--- config.mk ---
export PLATFORM = sky130hd
export DESIGN_NAME = stcg_front
export DESIGN_NICKNAME = d
export VERILOG_FILES = /design/src/sv/stcg_pkg.sv /design/src/sv/stcg_front.sv
export SDC_FILE = /design/constraint.sdc
export NUM_CORES = 1
export LEC_CHECK = 0
export BUFFER_PORTS_ARGS = -buffer_cell sky130_fd_sc_hd__buf_2
export CORE_ASPECT_RATIO = 1.2
export CORE_MARGIN = 2
export CORE_UTILIZATION = 55
export CTS_CLUSTER_SIZE = 30
export DETAILED_ROUTE_END_ITERATION = 16
export GPL_ROUTABILITY_DRIVEN = 0
export HOLD_SLACK_MARGIN = 0.08
export PLACE_DENSITY = 0.86
export SETUP_SLACK_MARGIN = 0.4
export SLEW_MARGIN = 20
export SYNTH_ARGS = -nofsm -noshare
export SYNTH_HDL_FRONTEND = slang
export SYNTH_SLANG_ARGS = --single-unit
--- constraint.sdc ---
create_clock -name clk -period 5.65 [get_ports clk]
set_input_delay 1.4125 -clock clk [delete_from_list [all_inputs] [get_ports clk]]
set_output_delay 1.4125 -clock clk [all_outputs]
set_load 0.02 [all_outputs]
--- src/sv/stcg_pkg.sv ---
`timescale 1ns / 1ps

package stcg_pkg;

  // Token kinds from the lexer
  typedef enum logic [3:0] {
    TOK_END       = 4'd0,
    TOK_LEXERR    = 4'd1,
    TOK_COMMENT   = 4'd2,
    TOK_DATASTART = 4'd3,
    TOK_LOOPSTART = 4'd4,
    TOK_STOP      = 4'd5,
    TOK_TAG       = 4'd6,
    TOK_VALUE     = 4'd7,
    TOK_OTHER     = 4'd8
  } tok_kind_t;

  // Event codes on the result channel
  typedef enum logic [3:0] {
    EV_COMMENT       = 4'd0,
    EV_STARTDATA     = 4'd1,
    EV_ENDDATA       = 4'd2,
    EV_STARTLOOP     = 4'd3,
    EV_ENDLOOP       = 4'd4,
    EV_TAG           = 4'd5,
    EV_VALUE         = 4'd6,
    EV_FATAL         = 4'd7,
    EV_ERR_VAL_EXP   = 4'd8,
    EV_ERR_VAL_UNEXP = 4'd9,
    EV_ERR_NO_TAGS   = 4'd10,
    EV_ERR_NO_VALUES = 4'd11,
    EV_WARN_KEYWORD  = 4'd12,
    EV_WARN_COUNT    = 4'd13,
    EV_INVALID       = 4'd14
  } ev_code_t;

  // Configuration register indexes
  localparam logic REG_STOP_ON_ERROR   = 1'b0;
  localparam logic REG_STOP_ON_WARNING = 1'b1;

  localparam int unsigned MAX_EVENTS = 3;

  // Events caused by one token; line fields travel beside it
  typedef struct packed {
    logic [1:0]          cnt;
    ev_code_t [2:0]      code;
    logic [2:0]          quoting;
    logic [3:0]          bad;
    logic                halt;
  } ev_pkt_t;

  function automatic ev_pkt_t push_ev(ev_pkt_t p, ev_code_t c);
    ev_pkt_t r;
    r = p;
    if (p.cnt != 2'(MAX_EVENTS)) begin
      r.code[p.cnt] = c;
      r.cnt = p.cnt + 2'd1;
    end
    return r;
  endfunction

endpackage

--- src/sv/stcg_front.sv ---
`timescale 1ns / 1ps

module stcg_front #(
  parameter int LINE_BITS      = 24,
  parameter int TAG_COUNT_BITS = 16
) (
  input  logic                  clk,
  input  logic                  rst_n,
  input  logic                  cfg_wr_en,
  input  logic                  cfg_index,
  input  logic                  cfg_wdata,
  input  logic                  in_valid,
  output logic                  in_stall,
  input  logic [3:0]            in_req_type,
  input  logic [LINE_BITS-1:0]  in_token_line,
  input  logic [2:0]            in_value_quoting,
  input  logic                  in_keyword_in_value,
  input  logic                  q_full,
  output logic                  q_push,
  output stcg_pkg::ev_pkt_t     q_pkt,
  output logic [LINE_BITS-1:0]  q_line,
  output logic [LINE_BITS-1:0]  q_alt_line
);

  logic stop_err_r, stop_warn_r;

  logic in_blk_r, in_blk_nxt;
  logic fin_r, fin_nxt;
  logic in_loop_r, in_loop_nxt;
  logic rd_hdr_r, rd_hdr_nxt;
  logic vpend_r, vpend_nxt;
  logic any_val_r, any_val_nxt;
  logic prev_vld_r, prev_vld_nxt;
  logic first_vld_r, first_vld_nxt;
  logic [TAG_COUNT_BITS-1:0] hdr_tags_r, hdr_tags_nxt;
  logic [TAG_COUNT_BITS-1:0] row_pos_r, row_pos_nxt;
  logic [TAG_COUNT_BITS-1:0] row_inc;
  logic [LINE_BITS-1:0] prev_line_r, prev_line_nxt;
  logic [LINE_BITS-1:0] first_line_r, first_line_nxt;

  stcg_pkg::ev_pkt_t pkt;
  logic stop;
  logic do_end;
  logic accept;

  assign in_stall   = q_full;
  assign accept     = in_valid && !in_stall;
  assign q_push     = accept && (pkt.cnt != 2'd0);
  assign q_pkt      = pkt;
  assign q_line     = in_token_line;
  // only the loop count warning reports a different line
  assign q_alt_line = first_vld_r ? first_line_r : in_token_line;
  assign row_inc    = row_pos_r + TAG_COUNT_BITS'(1);

  always_comb begin
    in_blk_nxt     = in_blk_r;
    fin_nxt        = fin_r;
    in_loop_nxt    = in_loop_r;
    rd_hdr_nxt     = rd_hdr_r;
    vpend_nxt      = vpend_r;
    any_val_nxt    = any_val_r;
    prev_vld_nxt   = prev_vld_r;
    first_vld_nxt  = first_vld_r;
    hdr_tags_nxt   = hdr_tags_r;
    row_pos_nxt    = row_pos_r;
    prev_line_nxt  = prev_line_r;
    first_line_nxt = first_line_r;
    pkt            = '0;
    pkt.quoting    = in_value_quoting;
    stop           = 1'b0;
    do_end         = 1'b0;

    if (!fin_r) begin
      unique case (in_req_type)
        stcg_pkg::TOK_END: begin
          pkt  = stcg_pkg::push_ev(pkt, stcg_pkg::EV_ENDDATA);
          stop = 1'b1;
        end
        stcg_pkg::TOK_LEXERR: begin
          pkt  = stcg_pkg::push_ev(pkt, stcg_pkg::EV_FATAL);
          stop = 1'b1;
        end
        stcg_pkg::TOK_COMMENT: begin
          pkt = stcg_pkg::push_ev(pkt, stcg_pkg::EV_COMMENT);
        end
        default: begin
          if (!in_blk_r || in_req_type == stcg_pkg::TOK_DATASTART ||
              in_req_type > stcg_pkg::TOK_VALUE) begin
            if (!in_blk_r && in_req_type == stcg_pkg::TOK_DATASTART) begin
              in_blk_nxt = 1'b1;
              pkt = stcg_pkg::push_ev(pkt, stcg_pkg::EV_STARTDATA);
            end else begin
              pkt     = stcg_pkg::push_ev(pkt, stcg_pkg::EV_INVALID);
              pkt.bad = (in_req_type > stcg_pkg::TOK_OTHER) ? stcg_pkg::TOK_OTHER
                                                            : in_req_type;
              stop    = stop_err_r;
            end
          end else if (in_req_type == stcg_pkg::TOK_LOOPSTART) begin
            if (vpend_r) begin
              pkt  = stcg_pkg::push_ev(pkt, stcg_pkg::EV_ERR_VAL_EXP);
              stop = stop_err_r;
            end
            if (!stop) begin
              hdr_tags_nxt   = '0;
              any_val_nxt    = 1'b0;
              row_pos_nxt    = '0;
              prev_line_nxt  = '0;
              prev_vld_nxt   = 1'b0;
              first_line_nxt = '0;
              first_vld_nxt  = 1'b0;
              in_loop_nxt    = 1'b1;
              rd_hdr_nxt     = 1'b1;
              pkt = stcg_pkg::push_ev(pkt, stcg_pkg::EV_STARTLOOP);
            end
          end else if (in_req_type == stcg_pkg::TOK_STOP) begin
            do_end = 1'b1;
          end else if (in_req_type == stcg_pkg::TOK_TAG) begin
            if (in_loop_r) begin
              if (rd_hdr_r) begin
                if (hdr_tags_r != '1) hdr_tags_nxt = hdr_tags_r + TAG_COUNT_BITS'(1);
                pkt = stcg_pkg::push_ev(pkt, stcg_pkg::EV_TAG);
              end else begin
                do_end = 1'b1;
              end
            end else begin
              if (vpend_r) begin
                pkt  = stcg_pkg::push_ev(pkt, stcg_pkg::EV_ERR_VAL_EXP);
                stop = stop_err_r;
              end
              if (!stop) begin
                vpend_nxt = 1'b1;
                pkt = stcg_pkg::push_ev(pkt, stcg_pkg::EV_TAG);
              end
            end
          end else begin
            // value token
            if (in_loop_r) begin
              if (hdr_tags_r == '0) begin
                pkt  = stcg_pkg::push_ev(pkt, stcg_pkg::EV_ERR_NO_TAGS);
                stop = stop_err_r;
              end
              if (!stop) begin
                rd_hdr_nxt  = 1'b0;
                any_val_nxt = 1'b1;
                if (hdr_tags_r != '0) begin
                  if (row_inc == hdr_tags_r) begin
                    // row complete: track first and latest row lines
                    if (!prev_vld_r || prev_line_r < in_token_line) begin
                      if (!first_vld_r) begin
                        first_line_nxt = in_token_line;
                        first_vld_nxt  = 1'b1;
                      end
                      prev_line_nxt = in_token_line;
                      prev_vld_nxt  = 1'b1;
                    end
                    row_pos_nxt = '0;
                  end else begin
                    row_pos_nxt = row_inc;
                  end
                end
              end
            end else begin
              if (!vpend_r) begin
                pkt  = stcg_pkg::push_ev(pkt, stcg_pkg::EV_ERR_VAL_UNEXP);
                stop = stop_err_r;
              end
              if (!stop) vpend_nxt = 1'b0;
            end
            if (!stop && in_keyword_in_value) begin
              pkt  = stcg_pkg::push_ev(pkt, stcg_pkg::EV_WARN_KEYWORD);
              stop = stop_warn_r;
            end
            if (!stop) pkt = stcg_pkg::push_ev(pkt, stcg_pkg::EV_VALUE);
          end

          // loop close, from stop or from a tag after the rows
          if (do_end) begin
            in_loop_nxt = 1'b0;
            if (!any_val_r) begin
              pkt  = stcg_pkg::push_ev(pkt, stcg_pkg::EV_ERR_NO_VALUES);
              stop = stop_err_r;
            end
            if (!stop && hdr_tags_r != '0 && row_pos_r != '0) begin
              pkt  = stcg_pkg::push_ev(pkt, stcg_pkg::EV_WARN_COUNT);
              stop = stop_warn_r;
            end
            if (!stop) pkt = stcg_pkg::push_ev(pkt, stcg_pkg::EV_ENDLOOP);
            if (!stop && in_req_type == stcg_pkg::TOK_TAG) begin
              pkt       = stcg_pkg::push_ev(pkt, stcg_pkg::EV_TAG);
              vpend_nxt = 1'b1;
            end
          end
        end
      endcase
      if (stop) begin
        fin_nxt  = 1'b1;
        pkt.halt = 1'b1;
      end
    end
  end

  always_ff @(posedge clk) begin
    if (!rst_n) begin
      stop_err_r  <= 1'b0;
      stop_warn_r <= 1'b0;
    end else if (cfg_wr_en) begin
      unique case (cfg_index)
        stcg_pkg::REG_STOP_ON_ERROR:   stop_err_r  <= cfg_wdata;
        stcg_pkg::REG_STOP_ON_WARNING: stop_warn_r <= cfg_wdata;
        default: ;
      endcase
    end
  end

  always_ff @(posedge clk) begin
    if (!rst_n) begin
      in_blk_r     <= 1'b0;
      fin_r        <= 1'b0;
      in_loop_r    <= 1'b0;
      rd_hdr_r     <= 1'b1;
      vpend_r      <= 1'b0;
      any_val_r    <= 1'b0;
      prev_vld_r   <= 1'b0;
      first_vld_r  <= 1'b0;
      hdr_tags_r   <= '0;
      row_pos_r    <= '0;
      prev_line_r  <= '0;
      first_line_r <= '0;
    end else if (accept) begin
      in_blk_r     <= in_blk_nxt;
      fin_r        <= fin_nxt;
      in_loop_r    <= in_loop_nxt;
      rd_hdr_r     <= rd_hdr_nxt;
      vpend_r      <= vpend_nxt;
      any_val_r    <= any_val_nxt;
      prev_vld_r   <= prev_vld_nxt;
      first_vld_r  <= first_vld_nxt;
      hdr_tags_r   <= hdr_tags_nxt;
      row_pos_r    <= row_pos_nxt;
      prev_line_r  <= prev_line_nxt;
      first_line_r <= first_line_nxt;
    end
  end

endmodule

Word-level counts from Yosys, hierarchy flattened --
Index checks and enable logic that the tools add are counted.
Operators by class: $add $sub $neg 10, magnitude comparators 19, equal/unequal tests 22, multiplexer cells 216, bitwise logic cells 28, reduce and logical (&&, ||, !) cells 48
Operators with widths (number):
- $mux 22 | 50
- $mux 24 | 18
- $mux 16 | 14
- $mux 14 | 8
- $mux 1 | 102
- $mux 21 | 4
- $pmux 22 s3 | 1
- $demux 4 s2 | 8
- $mux 4 | 9
- $add 16x1->16 const B | 2
- $reduce_bool 16->1 | 2
- $and 6x6->6 | 5
- $not 6->6 | 5
- $or 6x6->6 | 5
- $ne 2x2->1 const B | 13
- $lt 2x3->1 const B | 8
- $lt 24x24->1 | 1
- $reduce_and 10->1 | 2
- $or 9x9->9 | 2
- $reduce_bool 2->1 | 9
- $add 2x1->2 const B | 8
- $eq 16x16->1 | 1
- $ge 2x1->1 const B | 8
- $logic_not 16->1 | 1
- other kinds (27) | 57
Word-level totals: register bits after elaboration 89, input bits 39, word-level logic and storage cells 356

Longest topological paths before layout --
word-level depth 86, gate-level depth with buffers 17

Worst setup path before layout --
Ideal clock, no wire load.
path type input port to output port, start in in_req_type[3], end out q_push, data arrival time 3929 ps, data required time 4238 ps, setup slack 309 ps, cell stages on the path 9, path through clkbuf_1 or4b_1 o211ai_1 nor3_1 a2111oi_4 nand3_1 o31ai_1 a21boi_1 a311oi_1
Between the ends: cells in the longest elaborated chain, start to end 33, elaborated cells on any way between the ends 71, those cells by class add/sub: 4; order compare: 1; eq/ne: 10; mux: 45; reduce/logical: 11
Ends and longest elaborated chain:
- start, declared | line stcg_front.sv:14 | input logic [3:0] in_req_type,
- $eq 4x3->1 | line stcg_front.sv:117, stcg_front.sv:188
- $mux 22 | line stcg_front.sv:117 | end else if (in_req_type == stcg_pkg::TOK_TAG) begin
- $mux 22 | line stcg_front.sv:115 | end else if (in_req_type == stcg_pkg::TOK_STOP) begin
- $mux 22 | line stcg_front.sv:98 | end else if (in_req_type == stcg_pkg::TOK_LOOPSTART) begin
- $mux 22 | line stcg_front.sv:87 | if (!in_blk_r || in_req_type == stcg_pkg::TOK_DATASTART ||
- $mux 22 | line stcg_front.sv:74 | unique case (in_req_type)
- $mux 22 | line stcg_front.sv:73 | if (!fin_r) begin
- $add 2x1->2 / $ne 2x2->1 (equally long branches) | line stcg_pkg.sv:57, stcg_pkg.sv:55
- [... 17 more ...]
- $add 2x1->2 / $ne 2x2->1 (equally long branches) | line stcg_pkg.sv:57, stcg_pkg.sv:55
- $mux 14 | line stcg_pkg.sv:55 | if (p.cnt != 2'(MAX_EVENTS)) begin
- $mux 22 | line stcg_front.sv:188 | if (!stop && in_req_type == stcg_pkg::TOK_TAG) begin
- $mux 22 | line stcg_front.sv:177 | if (do_end) begin
- $pmux 22 s3 (*) | line stcg_front.sv:74
- $mux 22 (*) | line stcg_front.sv:73
- $reduce_bool 2->1 (*) | line stcg_front.sv:48 | assign q_push = accept && (pkt.cnt != 2'd0);
- $logic_and 1x1->1 (*) | line stcg_front.sv:48
- end, declared | line stcg_front.sv:19 | output logic q_push,
Mark *: on every way between the ends. The rest lies on a longest branch, timed or not. The select of a mux whose other input is x is not followed.

Worst setup path in the final report --
start in in_req_type[1], end out q_push
The elaborated chain is that of the path after synthesis.

==> metrics.md <==
| Metric | Value |
|---|---|
| Status | complete, no violations |
| Initial antenna violation count | 0 |
| Die W | between 100 and 150 um |
| Final setup vio count | 0 |
| Fin crit share | 95.9% |
| Power Density | ~180 nW/um2 |
| I/O pin total | 111 |
| Xor/xnor share of the synthesized area | under 10% |
| Detailed Routing Iterations Pass 1 | 6 |
| Sequential fraction of design power | 44.6% |
| GRT Overall Usage | between 20% and 30% |
| Critical path fanouts, max | 14 |
| Power after layout | 1.42 mW |
| Clock Path Buffers | 2 |
| Fill count | about 1000 |
| Crit. End Element | output pin |
| Crit. Startpoint | in_req_type[1] |
| Max_cap viols | 0 |
| DR iter-0 viols | roughly 740 |
| CTS sink count | ~90 |
| Largest net degree at the start of global routing | 74 |
| Ys Warns | 0 |
| CTS tree | yes |
| Global route hottest layer | met2 |
| P_sw | 415 uW |
| Routed len/inst | 16.8 um |
| Standard-cell rows | 44 |
| Netlist cell types | a little under 70 |
| Adder-Cell Fraction of Synth Area | between 5 and 6% |
| Max Slew Vio Count | 0 |
| Multiplexer share of the synthesized area | just under 8% |
| Share of cells above drive strength 1 | 21.2% |
| RSZ-0062 raised after global routing | yes |
| Worst Reg-to-Reg Cells | 10 |
| Slew HR | 40.8% |
| Post-route cell area | 7810 um2 |
| First-pass GRT wire length | approximately 31 mm |
| FMAX | 0.185 GHz |
| Clock Pin Slew Worst Setup and Hold Paths | 0.07 ns |
| Post-synth ARST share | 0% |
| GRT met1 Usage | approximately a third |
| Flops & latches, synth | 89 |
| Complex-gate fraction of the synthesized area | 16.4% |
| Port buffer count | 103 |
| Worst R2R End | prev_line_r[12] |
| Hpwl dp | 13.0 mm |
| Hold Buf Count CTS | 0 |
| Clk Latency, worst-skew pair | 0.35 ns |
| Reg-to-reg startpoint | row_pos_r[0] |
| Measured slew at the worst slew-check pin | 0.887 ns |
| Ys flop type | dfxtp_1 |
| Nets | 1049 |
| Final Core Density | 64.5% |
| Met3 Use GR | 4.30% |
| Number of global-route vias before repair | roughly 6600 |
| Clock share of power | 40.4% |
| Vias per std cell | 6.15 |
| Mapped Area | 6800 um2 |
| Die boundary height | around 130 um |
| Worst hold slack | 0.455 ns |
| Combinational power share | 15.0% |
| Root buffer cell | clkbuf_16 |
| H-tree lvl count | 3 |
| Die ar. | 13300 um2 |
| Switching Fraction | 29.2% |
| Critical setup path kind | in -> out |
| Critical Path Start Type | input port |
| Simple-gate portion of the synthesized area | 29.8% |
| DRC viols | 0 |
| CTS Buf Count | 9 |
| Gr ovfl total | 0 |
| Placed Area | 7210 um2 |
| Sequential element share of the synthesized area | a little over a quarter |
| Hold EP | first_line_r[9] |
| Max IR drop VDD | 0.132 mV |
| Min-delay worst type | reg -> reg |
| LEAKAGE | between 3 and 4 nW |
| Routing usage on met2 | 48.2% |
| Core ar. | 12100 um2 |
| Post-route insts no fill | 1146 |
| Worst setup slack after layout | roughly 0.23 ns |
| Final wirelength | 19.2 mm |
| Synthesis-to-finish area growth | 14.8% |
| Final count of hold timing violations | 0 |
| Minimum clock period | 5.42 ns |
| Hold Startpoint | first_line_r[9] |
| Mean area per synthesized cell | approximately 7.4 um2 |
| Post-synth net total | 988 |
| Setup slack after placement | about 0.21 ns |
| WP data required | 4.24 ns |
| Final antenna-violating net count | 0 |
| Worst clock skew | roughly 0.0072 ns |
| Antenna diode count | 0 |
| Vias post-DR | 7053 |
| Worst Path Arrival | between 4 and 5 ns |
| Number of flops mapped to enable cells by yosys | 0 |
| DP Cell Count | 1112 |
| Largest family of logic cells by synthesized area | simple AND/OR/NAND/NOR gates |
| P_int | 1.01 mW |
| Hold depth | 2 |
| Initial cell density of the core | 56.1% |
| Syn Inst Count | around 920 |
| R2r setup slk | 1.87 ns |
| Final TNS setup | 0 ns |
==> registers in the layout, indices dropped and copies added, names as in the netlist, 16 cells and up <==
name	count
hdr_tags_r	16
first_line_r	24
row_pos_r	16
prev_line_r	24
==> cell type report <==
cell class	instances	area [um2]	area share [%]
Timing Repair Buffer	143	832	10.7
Tap cell	161	201	2.58
Multi-Input combinational cell	694	4540	58.2
Clock buffer	10	229	2.93
Clock inverter	6	50.0	0.641
Inverter	43	161	2.07
Sequential cell	89	1790	22.9
==> critical path: stages <==
cell and delay [ns]:
buf_2 0.11, buf_4 0.18, nor4bb_2 0.18, buf_4 0.15
buf_4 0.15, a211oi_2 0.25, o21ai_2 0.09, buf_4 0.17
a211oi_4 0.33, nor4_4 0.09, o2111ai_1 0.25, nand4_1 0.18
a311oi_2 0.30, buf_4 0.18
==> layout by cell type, fill, tap and decap left out, types with 35 or more instances in the layout <==
master / instances
buf_4: 44
nand2_1: 149
o21ai_0: 55
nand3_1: 53
dfxtp_1: 84
inv_1: 40
buf_2: 98
nor2_1: 54
mux2i_1: 51
a21oi_1: 35
==> power groups by stage <==
stage          registers, mW  logic, mW  clock network (mW)
6_report               0.635      0.213               0.574
3_5_place_dp           0.649      0.189                   0
5_1_grt                0.635      0.230               0.598
3_3_place_gp           0.649      0.186                   0
2_1_floorplan          0.646      0.137                   0
4_1_cts                0.634      0.202               0.577
==> worst max-delay path by stage <==
| stage | to | slack (ns) | cells past startpoint |
|---|---|---|---|
| after floorplan | q_pkt[14] | 0.46 | 9 |
| after global placement | q_push | 0.24 | 10 |
| after detailed placement | q_push | 0.21 | 12 |
| after CTS | q_push | 0.40 | 18 |
| after global routing | q_push | 0.13 | 15 |
| final | q_push | 0.23 | 14 |
==> synthesized netlist by cell type, drive strengths merged (5+ instances only) <==
cell,n,area share [%]
a2111oi,5,1.2
a211oi,17,1.9
a21o,7,0.77
a21oi,37,2.8
and2,12,1.1
and3,10,0.92
and4,13,1.7
buf,46,4.6
clkbuf,47,2.6
dfxtp,89,26
ha,30,5.5
inv,43,2.4
mux2i,52,7.7
nand2,151,8.3
nand2b,8,0.74
nand3,53,3.9
nand4,16,1.5
nor2,55,3.0
nor2b,6,0.55
nor3,29,2.1
nor4,14,1.3
nor4b,9,1.2
o211ai,9,0.99
o21ai,58,4.3
o31ai,7,0.77
or2,5,0.46
or3,10,0.92
xnor2,17,2.2
xor2,17,2.2
==> per-layer routing <==
layer,wire (um),share of wire (%),vias to the layer above
li1,-,-,3336
met1,7640,40,3229
met2,9390,49,387
met3,1470,7.6,101
met4,742,3.9,0
met5,0,0,-
==> cells by family (layout without fill, tap and decap cells) <==
logic type | Yosys count | count (layout)
adder cells (fa/ha/maj) | 31 | 31
other | 1 | 1
AND/OR/NAND/NOR | 407 | 407
XOR/XNOR | 34 | 34
AO/OA/AOI/OAI | 168 | 168
multiplexers | 53 | 53
flip-flops | 89 | 89
buffers and inverters | 136 | 202
==> repair_timing <==
| item | 4_1_cts | 5_1_grt |
|---|---|---|
| endpoints found under the setup margin | 10 | 11 |
| pin swaps | 13 | 24 |
| gates resized for setup | 23 | 22 |
| endpoints found under the hold margin | 0 | 0 |
| setup buffers | 15 | 3 |
Note: power is estimated with default switching activity, not from simulation.
